[src/design/tksct_pkg.sv]
`timescale 1ns / 1ps
`default_nettype none

package tksct_pkg;

  // Fixed field widths
  localparam int unsigned OP_W    = 2;
  localparam int unsigned SLOT_W  = 10;
  localparam int unsigned VALUE_W = 32;
  localparam int unsigned K_W     = 16;
  localparam int unsigned CNT_W   = 16;
  localparam int unsigned SUM_W   = 64;

  // Operation codes
  typedef enum logic [OP_W-1:0] {
    OP_INSERT = 2'd0,
    OP_REMOVE = 2'd1,
    OP_QUERY  = 2'd2
  } op_e;

  // One tree node: entry count and sum of values
  typedef struct packed {
    logic [CNT_W-1:0] cnt;
    logic [SUM_W-1:0] sum;
  } node_t;

  // Commands from the controller to the datapath
  typedef struct packed {
    logic load;       // capture an input word
    logic clr_wr;     // write zero at the sweep pointer and advance
    logic chk_rd;     // read the node that gates a modify
    logic up_rd;      // read the current node on the upward walk
    logic up_wr;      // write back the updated node and step to the parent
    logic q_rd;       // read the right child, or the leaf at the bottom
    logic q_eval;     // take or descend on the right child
    logic leaf_eval;  // take the final leaf when it fits
    logic out_load;   // move the accumulator into the result register
  } dp_cmd_t;

  // Status from the datapath to the controller
  typedef struct packed {
    logic in_query;   // incoming word is a query
    logic in_mod_ok;  // incoming word is an insert or remove on a valid slot
    logic clr_last;   // sweep pointer at the last node
    logic chk_ok;     // gating node allows the modify
    logic at_root;    // current node is the root
    logic at_leaf;    // current node is a leaf
    logic k_zero;     // remaining k is zero
  } dp_sts_t;

endpackage

`default_nettype wire

[src/design/tksct_ctrl.sv]
`timescale 1ns / 1ps
`default_nettype none

module tksct_ctrl (
  input  logic               clk_i,
  input  logic               rst_ni,
  input  logic               in_valid_i,
  output logic               in_stall_o,
  output logic               out_valid_o,
  input  logic               out_stall_i,
  input  tksct_pkg::dp_sts_t sts_i,
  output tksct_pkg::dp_cmd_t cmd_o
);
  import tksct_pkg::*;

  typedef enum logic [9:0] {
    S_CLEAR  = 10'b00_0000_0001,
    S_IDLE   = 10'b00_0000_0010,
    S_CHK_RD = 10'b00_0000_0100,
    S_CHK    = 10'b00_0000_1000,
    S_UP_RD  = 10'b00_0001_0000,
    S_UP_WR  = 10'b00_0010_0000,
    S_Q_RD   = 10'b00_0100_0000,
    S_Q_EVAL = 10'b00_1000_0000,
    S_LEAF   = 10'b01_0000_0000,
    S_OUT    = 10'b10_0000_0000
  } state_e;

  state_e state_q;
  state_e state_d;
  logic   out_valid_q;
  logic   out_valid_d;
  logic   out_free;

  assign out_free = !out_valid_q || !out_stall_i;

  // Sequence the sweep, the upward walk and the downward walk
  always_comb begin
    state_d    = state_q;
    cmd_o      = '0;
    in_stall_o = 1'b1;
    unique case (state_q)
      S_CLEAR: begin
        cmd_o.clr_wr = 1'b1;
        if (sts_i.clr_last) begin
          state_d = S_IDLE;
        end
      end
      S_IDLE: begin
        in_stall_o = 1'b0;
        if (in_valid_i) begin
          cmd_o.load = 1'b1;
          if (sts_i.in_query) begin
            state_d = S_Q_RD;
          end else if (sts_i.in_mod_ok) begin
            state_d = S_CHK_RD;
          end
        end
      end
      S_CHK_RD: begin
        cmd_o.chk_rd = 1'b1;
        state_d      = S_CHK;
      end
      S_CHK: begin
        state_d = sts_i.chk_ok ? S_UP_RD : S_IDLE;
      end
      S_UP_RD: begin
        cmd_o.up_rd = 1'b1;
        state_d     = S_UP_WR;
      end
      S_UP_WR: begin
        cmd_o.up_wr = 1'b1;
        state_d     = sts_i.at_root ? S_IDLE : S_UP_RD;
      end
      S_Q_RD: begin
        if (sts_i.k_zero) begin
          state_d = S_OUT;
        end else begin
          cmd_o.q_rd = 1'b1;
          state_d    = sts_i.at_leaf ? S_LEAF : S_Q_EVAL;
        end
      end
      S_Q_EVAL: begin
        cmd_o.q_eval = 1'b1;
        state_d      = S_Q_RD;
      end
      S_LEAF: begin
        cmd_o.leaf_eval = 1'b1;
        state_d         = S_OUT;
      end
      S_OUT: begin
        if (out_free) begin
          cmd_o.out_load = 1'b1;
          state_d        = S_IDLE;
        end
      end
      default: begin
        state_d = S_IDLE;
      end
    endcase
  end

  // Hold the result valid until it is taken
  always_comb begin
    if (cmd_o.out_load) begin
      out_valid_d = 1'b1;
    end else if (!out_stall_i) begin
      out_valid_d = 1'b0;
    end else begin
      out_valid_d = out_valid_q;
    end
  end

  always_ff @(posedge clk_i or negedge rst_ni) begin
    if (!rst_ni) begin
      state_q     <= S_CLEAR;
      out_valid_q <= 1'b0;
    end else begin
      state_q     <= state_d;
      out_valid_q <= out_valid_d;
    end
  end

  assign out_valid_o = out_valid_q;

endmodule

`default_nettype wire

[config.mk]
export PLATFORM = sky130hd
export DESIGN_NAME = tksct_ctrl
export DESIGN_NICKNAME = d
export VERILOG_FILES = /design/src/design/tksct_pkg.sv /design/src/design/tksct_ctrl.sv
export SDC_FILE = /design/constraint.sdc
export NUM_CORES = 1
export LEC_CHECK = 0
export ABC_AREA = 1
export BUFFER_PORTS_ARGS = -buffer_cell sky130_fd_sc_hd__clkbuf_2
export CAP_MARGIN = 20
export CORE_MARGIN = 2
export CORE_UTILIZATION = 35
export CTS_CLUSTER_DIAMETER = 200
export DETAILED_ROUTE_END_ITERATION = 16
export HOLD_SLACK_MARGIN = 0.08
export PLACE_DENSITY_LB_ADDON = 0.08
export REMOVE_ABC_BUFFERS = 1
export SLEW_MARGIN = 0
export SYNTH_ARGS = -nofsm -noshare
export SYNTH_HDL_FRONTEND = slang
export SYNTH_SLANG_ARGS = --single-unit
[constraint.sdc]
create_clock -name clk_i -period 1.35 [get_ports clk_i]
set_input_delay 0.27 -clock clk_i [delete_from_list [all_inputs] [get_ports clk_i]]
set_output_delay 0.27 -clock clk_i [all_outputs]
set_load 0.05 [all_outputs]
[Word level (Yosys, flattened, before mapping)]
Index checks and enable logic that the tools add are counted.
Storage, ports and cells
  output and inout port bits: 11
  memory bits (read-only): 0
  logic and storage cells: 46
  bits in writable memories: 0
  memories kept: 0
  bits of input ports: 11
  latch bits: 0
  register bits: 11
Operators by class
  reductions and logical operators: 4
  equality and inequality tests: 15
  bitwise gates (word level): 0
  divide/modulo/power cells: 0
  $add $sub $neg: 0
  order comparisons: 0
  multiply operators: 0
  multiplexer cells: 25
  shift operators: 0
Operator list (count)
  10-bit case mux with 10 select lines: 1
  10-bit two-way mux: 6
  1-bit two-way mux: 15
  10-bit by 1-bit equality test with 1-bit output, second input constant: 1
  10-bit equality test, second input constant: 1
  10-bit by 2-bit equality test with 1-bit output, second input constant: 1
  10-bit by 3-bit equality test with 1-bit output, second input constant: 1
  10-bit by 4-bit equality test with 1-bit output, second input constant: 1
  10-bit by 5-bit equality test with 1-bit output, second input constant: 1
  10-bit by 6-bit equality test with 1-bit output, second input constant: 1
  10-bit by 7-bit equality test with 1-bit output, second input constant: 1
  10-bit by 8-bit equality test with 1-bit output, second input constant: 1
  10-bit by 9-bit equality test with 1-bit output, second input constant: 1
  5-bit two-way mux: 2
  9-bit two-way mux: 1
  2-bit != test, second input constant: 3
  4-bit AND reduction: 1
  3-bit != test, second input constant: 1
  1-bit logical NOT: 2
  2-bit by 1-bit != test with 1-bit output, second input constant: 1
  1-bit logical OR: 1

[Depth between registers and ports, before layout]
Gate-level depths: netlist of run 1.
  word-level depth: 5
  depth in mapped cells: 10
  mapped depth without buffers: 10

[Worst setup path after synthesis of run 1]
No wires, ideal clock.
  path kind: reg-to-output
  start point: register state_q[5]
  end point: output port cmd_o[7] (netlist name)
  path buffers: 0
  path slack: -1.106 ns
  stages on the path, launching flop included: 4
  arrival: 2.186 ns
  required time: 1.080 ns
  cell sequence: dfrtp_1 -> nor2_4 -> nand2_4 -> nor4_1
RTL lines
  start, declared: RTL line tksct_ctrl.sv:29  | state_e state_q;
  start signal, assigned: RTL line tksct_ctrl.sv:119  | state_q <= state_d;
  end, declared: RTL line tksct_ctrl.sv:12  | output tksct_pkg::dp_cmd_t cmd_o

==> flow_metrics.py, run 1 <==
metrics = {
    "run_status": {
        "status": "finished with violations",
        "violations": "negative setup slack",
    },
    "yosys": {
        "ys_ff_latch": 11,
        "yosysUniqueCellTypes": 20,
        "synth_top_area_frac": 0.3044,
        "synthCells": 115,
        "synthTopCellsByArea": "dfrtp_1, inv_1, nand2_1",
        "synthSimpleGateAreaFrac": 0.5312,
        "post-synth-top-area-cell": "dfrtp_1",
        "synthXorXnorAreaFrac": 0,
        "synth_top_family_by_area": "simple AND/OR/NAND/NOR gates",
        "synth-compound-area-share": 0.01370,
        "synthAdderAreaFrac": 0,
        "synth_mux_area_frac": 0,
        "ys_seq_area_frac": 0.3364,
        "syn-cell-area_sq_um": 822.0,
        "avgSynthCellArea_sq_um": 7.148,
        "yosys_warnings": 0,
    },
    "sta": {
        "rsz0062_at_grt": "yes",
        "holdWs_ps": 147.8,
        "relSlewSlack": 0.8017,
        "drv_slew": 0,
        "fin_ws_ps": -420.7,
        "setup_violations": 14,
        "period_minus_slack_ps": 1771,
        "setup_tns_ps": -4195,
        "worstMarginPinSlew_ps": 297.5,
        "clock_skew_ps": 5.282,
        "hold_viol": 0,
        "fmax_ghz": 0.5648,
        "fin_crit_sh": 1.312,
    },
    "setup_path": {
        "rr_startpoint": "state_q[8]",
        "arrival_ps": 1500,
        "timing.critical_path.cells": "nor2_4 -> nand2_4 -> buf_6 -> nor3_4 -> buf_12",
        "rrSetupSlack_ps": -180,
        "startpoint": "state_q[8]",
        "startpoint_type": "flop",
        "max_stage_delay_ps": 410,
        "cp_data_required_time_ps": 1080,
        "worstPathMaxFanout": 3,
        "crit_slowest_cell": "dfrtp_1",
        "cp-end-kind": "output pin",
        "critical_path_class": "reg -> out",
        "r2r_cells": 11,
    },
    "final_layout": {
        "finalCoreUtilization": 0.6493,
        "mostFrequentLayoutCell": "buf_4",
        "layout-drive-gt1-share": 0.5119,
        "fin_nets": 180,
        "fin_cells": 196,
        "diodes": 0,
        "layout_common_cells": "buf_4, inv_1, nand2_1",
        "synthToLayoutAreaGrowth_pct": 74.73,
        "final_cell_area_sq_mm": 0.001436,
    },
    "detailed_routing": {
        "drt-wirelength-per-cell_um": 10.98,
        "drc": 0,
        "antenna_left": 0,
        "vias": 876,
        "post_drt_via_cell_ratio": 4.469,
        "drt_wl_total_mm": 2.153,
        "dr.pass1.iters": 4,
        "drt-initial-drc-count": 12,
    },
    "global_routing": {
        "grt_pass1_wl_mm": 3.705,
        "grt_use_total": 0.1865,
        "grt_pass1_vias": 894,
        "antenna_found_initial": 0,
        "overflow": 0,
        "grt_start_max_net_pins": 12,
    },
    "clock_network": {
        "cts_tree": "done",
        "cts_htree_levels": 1,
        "insertion_delay_ps": 280,
        "cts_sinks": 11,
        "clkSlewWorstSetupHoldPaths_ps": 80,
        "clock_tree.root_cell": "clkbuf_4",
        "numCtsBuffers": 3,
        "clk_path_buf_depth": 2,
    },
    "floorplan": {
        "initial_core_util": 0.3716,
        "ios": 22,
        "core_area_sq_mm": 0.002212,
        "die_area_sq_mm": 0.002753,
        "rows": 17,
        "die_x_um": 52.47,
        "fp.dieH_um": 52.47,
    },
    "place": {
        "io_buffer_count": 21,
        "place.gp.congestion": 0.7636,
        "postPlaceCellArea_sq_mm": 0.001165,
        "dp_slack_ps": -220.8,
        "dp_cells": 185,
        "dp.final_hpwl_mm": 1.646,
    },
    "min_path": {
        "holdCritStartpoint": "sts_i[1]",
        "min_path_cells": 2,
        "hold_class": "in -> reg",
    },
    "power_and_ir_drop": {
        "static-leakage-power_nw": 0.7908,
        "power_density_mw_per_mm2": 2235,
        "ir_worst_vdd_uv": 1715,
        "total_power_mw": 3.210,
    },
    "job": {
        "max_cap_viol_count": 0,
    },
}
[metal layers]
layer,track usage,part of all wire,vias up
met2,0.3563,0.55,21
met4,0.05128,0.010,0
met3,0.04286,0.041,4
li1,-,-,459
met5,0,0,-
met1,0.2010,0.39,392
[area by class of cell]
cell class / instances / area, sq um
Timing Repair Buffer: 50 / 467.9
Clock buffer: 4 / 26.28
Sequential cell: 11 / 276.5
Tap cell: 28 / 35.03
Multi-Input combinational cell: 79 / 540.5
Inverter: 24 / 90.09
Fill cell: 208 / 775.7
[cell families after synthesis]
logic type,Yosys count
AO/OA/AOI/OAI,2
buffers and inverters,25
flip-flops,11
AND/OR/NAND/NOR,77
[critical path, delay by kind of cell (launching register included)]
| kind | cells | cell delay, ps |
|---|---|---|
| AND/OR/NAND/NOR | 3 | 500 |
| flip-flops | 1 | 410 |
| buffers and inverters | 2 | 300 |
[Yosys cell counts]
| master | instances |
|---|---|
| a21oi_1 | 1 |
| buf_4 | 1 |
| dfrtp_1 | 10 |
| dfstp_2 | 1 |
| inv_1 | 24 |
| nand2_1 | 24 |
| nand2_2 | 2 |
| nand2_4 | 3 |
| nand3_1 | 11 |
| nand3b_2 | 1 |
| nand4_1 | 1 |
| nand4_2 | 2 |
| nor2_1 | 18 |
| nor2_2 | 4 |
| nor2_4 | 4 |
| nor2_8 | 1 |
| nor3_1 | 2 |
| nor3_4 | 1 |
| nor4_1 | 3 |
| o22ai_1 | 1 |
[registers in the layout, summed over array words and instances (netlist names)]
| signal | cells |
|---|---|
| state_q | 10 |
| out_valid_o | 1 |
[where the power goes]
group          internal (mW)  total [mW]  switching, mW
Clock                  0.115       0.235          0.121
Combinational           1.10        2.50           1.40
Sequential             0.406       0.474         0.0683
[timing repair]
item                                    in CTS  in global routing
resized for setup                           30                 18
pin swaps                                   12                 12
endpoints found under the setup margin      14                 17
hold endpoints to repair                    10                  0
buffers inserted                             3                  4
hold buffers                                 1                  0
[worst paths after layout]
| check | end |
|---|---|
| setup / recovery | cmd_o[4] |
| hold / removal | state_q[7] |
| setup reg to reg | state_q[1] |
| hold reg to reg | out_valid_o |
| max in group asynchronous | state_q[0] |
| min in group asynchronous | state_q[7] |
No activity file was read; power rests on OpenSTA's default activity.
==> run 2: changes to the inputs <==
CELL_PAD_IN_SITES_DETAIL_PLACEMENT = 0   (was unset)
CELL_PAD_IN_SITES_GLOBAL_PLACEMENT = 2   (was unset)
CORE_UTILIZATION = 25   (was 35)
==> flow_metrics.py, run 2 (synthesized netlist as in run 1, its figures left out) <==
metrics = {
    "run_status": {
        "status": "finished with violations",
        "violations": "negative setup slack",
    },
    "setup_path": {
        "startpoint_type": "flop",
        "critical_path_class": "reg -> out",
        "r2r-end": "state_q[1]",
        "startpoint": "state_q[5]",
        "arrival_ps": 1480,
        "rr_startpoint": "state_q[8]",
        "cp-end-kind": "output pin",
        "cpMostUsedCell": "nor2_4",
        "timing.critical_path.cells": "nor2_4 -> nand2_4 -> nor2_4 -> nand3_2 -> nor2_2 -> buf_8",
        "worstPathMaxFanout": 4,
        "r2r_cells": 12,
        "crit_slowest_cell": "dfrtp_1",
        "max_stage_delay_ps": 410,
        "cp_data_required_time_ps": 1080,
        "rrSetupSlack_ps": -230,
    },
    "final_layout": {
        "n_fill_cell": 340,
        "layout_common_cells": "inv_1, buf_4, nand2_1",
        "largest_reg_flops": 10,
        "fin_nets": 180,
        "diodes": 0,
        "synthToLayoutAreaGrowth_pct": 78.39,
        "fin_cells": 212,
        "top_register": "state_q",
        "layout-drive-gt1-share": 0.5000,
    },
    "clock_network": {
        "clock_tree.root_cell": "clkbuf_4",
        "cts_htree_levels": 1,
        "clkSlewWorstSetupHoldPaths_ps": 80,
        "cts_sinks": 11,
        "cts_tree": "done",
        "insertion_delay_ps": 270,
        "clk_path_buf_depth": 2,
        "numCtsBuffers": 3,
    },
    "sta": {
        "fmax_ghz": 0.5728,
        "worstMarginPinSlew_ps": 319.9,
        "period_minus_slack_ps": 1746,
        "setup_tns_ps": -3990,
        "relSlewSlack": 0.7867,
        "hold_viol": 0,
        "setup_violations": 14,
        "drv_slew": 0,
        "fin_ws_ps": -395.9,
        "fin_crit_sh": 1.293,
        "clock_skew_ps": 4.624,
        "rsz0062_at_grt": "yes",
    },
    "place": {
        "place.gp.congestion": 0.7931,
        "io_buffer_count": 21,
        "dp_slack_ps": -216.2,
        "dp_cells": 203,
        "dp.final_hpwl_mm": 1.697,
    },
    "floorplan": {
        "die_x_um": 61.34,
        "initial_core_util": 0.2649,
        "core_area_sq_mm": 0.003103,
        "rows": 20,
        "die_area_sq_mm": 0.003763,
        "fp.dieH_um": 61.34,
        "ios": 22,
    },
    "power_and_ir_drop": {
        "power_density_mw_per_mm2": 2286,
        "ir_worst_vdd_uv": 982.6,
        "static-leakage-power_nw": 0.7955,
        "total_power_mw": 3.353,
    },
    "global_routing": {
        "overflow": 0,
        "grt_pass1_wl_mm": 3.601,
        "antenna_found_initial": 0,
        "grt_pass1_vias": 831,
        "grt_start_max_net_pins": 12,
        "grt_use_total": 0.1357,
    },
    "detailed_routing": {
        "drt_wl_total_mm": 2.146,
        "post_drt_via_cell_ratio": 4.113,
        "drc": 0,
        "dr.pass1.iters": 4,
        "antenna_left": 0,
        "drt-initial-drc-count": 14,
        "drt-wirelength-per-cell_um": 10.12,
        "vias": 872,
    },
    "job": {
        "max_cap_viol_count": 0,
    },
    "min_path": {
        "holdCritStartpoint": "sts_i[1]",
        "hold_end": "state_q[7]",
        "min_path_cells": 2,
        "hold_class": "in -> reg",
    },
}
run 2: cell counts in the layout (fill, tap and decap cells not counted):
No cell type changed its count.
run 2: how the worst max path moves through the flow:
| stage | end | slack [ps] | cells past startpoint |
|---|---|---|---|
| after floorplan | cmd_o[7] | -1110 | 3 |
| after global placement | cmd_o[7] | -230 | 5 |
| after detailed placement | cmd_o[0] | -220 | 6 |
| after CTS | cmd_o[4] | -430 | 5 |
| after global routing | cmd_o[0] | -490 | 6 |
| final | cmd_o[0] | -400 | 6 |
run 2: layout make-up:
type                       instances  area [sq um]  share of cell area
sequential                        11         276.5              0.1886
inverter                          24         90.09             0.06143
timing repair buffer              50         478.0              0.3259
clock buffer                       4         26.28             0.01792
multi-input combinational         79         540.5              0.3686
tap                               44         55.05             0.03754
run 2: per-layer routing:
layer  routed length [um]  vias to the layer above  GRT usage
met5                    0                        -          0
li1                     -                      460          -
met4                   12                        0    0.05471
met1                  945                      402     0.1680
met3                   51                        2    0.02521
met2                 1136                        8     0.2325
run 2: power by group:
part           switching [mW]  internal [mW]
logic                    1.45           1.20
clock network           0.113          0.114
registers              0.0675          0.406
run 2: timing repair:
action	CTS	global route
gates resized for setup	28	12
hold endpoints to repair	10	0
pin swaps	12	7
buffers inserted	4	2
endpoints found under the setup margin	16	17
hold buffers	1	0
run 2: stage by stage:
stage	utilization	instance area, sq um	hold slack [ps]
after global placement	0.3964	1230	178.2
after floorplan	-	814.5	-25.59
after global routing	0.4726	1466	153.0
after CTS	0.4540	1409	158.2
final	0.4726	1466	162.8
after detailed placement	0.3964	1230	179.3
run 2: critical path, delay by kind of cell (launching register included):
family | cells | cell delay (ps)
AND/OR/NAND/NOR | 5 | 660
flip-flops | 1 | 410
buffers and inverters | 1 | 150
==> run 3: changes to the inputs <==
CORE_UTILIZATION = 27   (was 25)
clock period = 1.65 ns   (was 1.35 ns; I/O delays follow)
==> flow_metrics.py, run 3 (synthesized netlist as in run 1, its figures left out) <==
metrics = {
    "setup_path": {
        "crit_cells": 6,
        "startpoint_type": "flop",
        "startpoint": "state_q[5]",
        "worstPathMaxFanout": 4,
        "cp-end-kind": "output pin",
        "timing.critical_path.cells": "nor2_4 -> nand2_4 -> nor2_4 -> nand3_2 -> nor2_4 -> buf_8",
        "r2r-end": "state_q[1]",
        "critical_path_class": "reg -> out",
        "crit_buf_inv": 1,
        "cp_data_required_time_ps": 1320,
        "rr_startpoint": "state_q[5]",
        "crit_family": "simple AND/OR/NAND/NOR gates",
        "arrival_ps": 1510,
        "crit_slowest_cell": "dfrtp_1",
        "max_stage_delay_ps": 410,
        "rrSetupSlack_ps": 70,
        "cpMostUsedCell": "nor2_4",
        "worstSetupEndpoint": "cmd_o[0]",
        "r2r_cells": 12,
    },
    "detailed_routing": {
        "drt-wirelength-per-cell_um": 10.91,
        "drc": 0,
        "dr.pass1.iters": 4,
        "drt-initial-drc-count": 21,
        "post_drt_via_cell_ratio": 4.387,
        "drt_wl_total_mm": 2.116,
        "vias": 851,
        "antenna_left": 0,
    },
    "clock_network": {
        "cts_tree": "done",
        "cts_htree_levels": 1,
        "clock_tree.root_cell": "clkbuf_4",
        "numCtsBuffers": 3,
        "insertion_delay_ps": 270,
        "cts_sinks": 11,
        "clkSlewWorstSetupHoldPaths_ps": 90,
        "clk_path_buf_depth": 2,
    },
    "floorplan": {
        "die_area_sq_mm": 0.003502,
        "core_area_sq_mm": 0.002978,
        "rows": 20,
        "initial_core_util": 0.2761,
        "fp.dieH_um": 59.18,
        "die_x_um": 59.18,
        "ios": 22,
    },
    "final_layout": {
        "layout-drive-gt1-share": 0.4658,
        "largest_reg_flops": 10,
        "fin_cells": 194,
        "synthToLayoutAreaGrowth_pct": 62.56,
        "diodes": 0,
        "fin_nets": 173,
        "n_fill_cell": 333,
        "register_area_sq_um": 276.5,
        "multi_input_comb_area_sq_um": 525.5,
        "final_cell_area_sq_mm": 0.001336,
        "layout_common_cells": "inv_1, nand2_1, buf_4",
        "finalCoreUtilization": 0.4487,
        "top_register": "state_q",
    },
    "place": {
        "place.gp.congestion": 0.7092,
        "io_buffer_count": 21,
        "dp.final_hpwl_mm": 1.626,
        "postPlaceCellArea_sq_mm": 0.001066,
        "dp_cells": 180,
        "dp_slack_ps": -24.28,
    },
    "power_and_ir_drop": {
        "static-leakage-power_nw": 0.7363,
        "ir_worst_vdd_uv": 1194,
        "power_density_mw_per_mm2": 1815,
    },
    "global_routing": {
        "grt_pass1_vias": 812,
        "grt_use_total": 0.1375,
        "overflow": 0,
        "grt_pass1_wl_mm": 3.532,
        "grt_start_max_net_pins": 12,
        "antenna_found_initial": 0,
    },
    "min_path": {
        "min_path_cells": 2,
        "hold_class": "in -> reg",
    },
    "sta": {
        "setup_violations": 10,
        "hold_viol": 0,
        "fin_crit_sh": 1.113,
        "rsz0062_at_grt": "yes",
        "setup_tns_ps": -1283,
        "relSlewSlack": 0.7882,
        "clock_skew_ps": 4.415,
        "drv_slew": 0,
        "period_minus_slack_ps": 1836,
        "worstMarginPinSlew_ps": 317.6,
        "fin_ws_ps": -185.7,
        "fmax_ghz": 0.5447,
    },
    "run_status": {
        "status": "finished with violations",
        "violations": "negative setup slack",
    },
    "job": {
        "max_cap_viol_count": 0,
    },
}
[run 3: cell types whose count changed in the layout (fill, tap and decap cells not counted), sizes merged]
cell  before  now
buf       36   29
[run 3: worst min-delay path by stage]
stage                   from     endpoint
detailed placement    rst_ni   state_q[5]
floorplan             rst_ni  out_valid_o
global placement      rst_ni   state_q[5]
finish              sts_i[1]   state_q[7]
global route        sts_i[1]   state_q[7]
CTS                 sts_i[1]   state_q[7]
[run 3: metal layers]
metal,routed length (um),vias up,global-route usage
li1,-,448,-
met1,952,384,0.1691
met2,1055,17,0.2381
met3,89,2,0.03930
met4,19,0,0.02922
met5,0,-,0
[run 3: power by group]
group,internal [mW],switching [mW],total [mW]
registers,0.332,0.0587,0.391
logic,0.742,1.09,1.83
clock network,0.0936,0.107,0.201
[run 3: area by class of cell]
cell class | count | share of cell area
flip-flops and latches | 11 | 0.2069
clock buffers | 4 | 0.01966
inverters | 24 | 0.06742
multi-input cells | 79 | 0.3933
well taps | 33 | 0.03090
repair buffers | 43 | 0.2818
[run 3: through the flow]
stage	power (mW)	hold WS, ps
2_1_floorplan	1.426	34.41
3_3_place_gp	1.870	238.9
3_5_place_dp	1.872	240.9
4_1_cts	2.283	203.1
5_1_grt	2.622	215.8
6_report	2.426	206.7
[run 3: timing repair]
action	CTS	global route
endpoints found under the setup margin	10	11
setup buffers	3	6
hold endpoints to repair	10	0
gates resized for setup	25	18
hold buffers	1	0
pin swaps	7	13
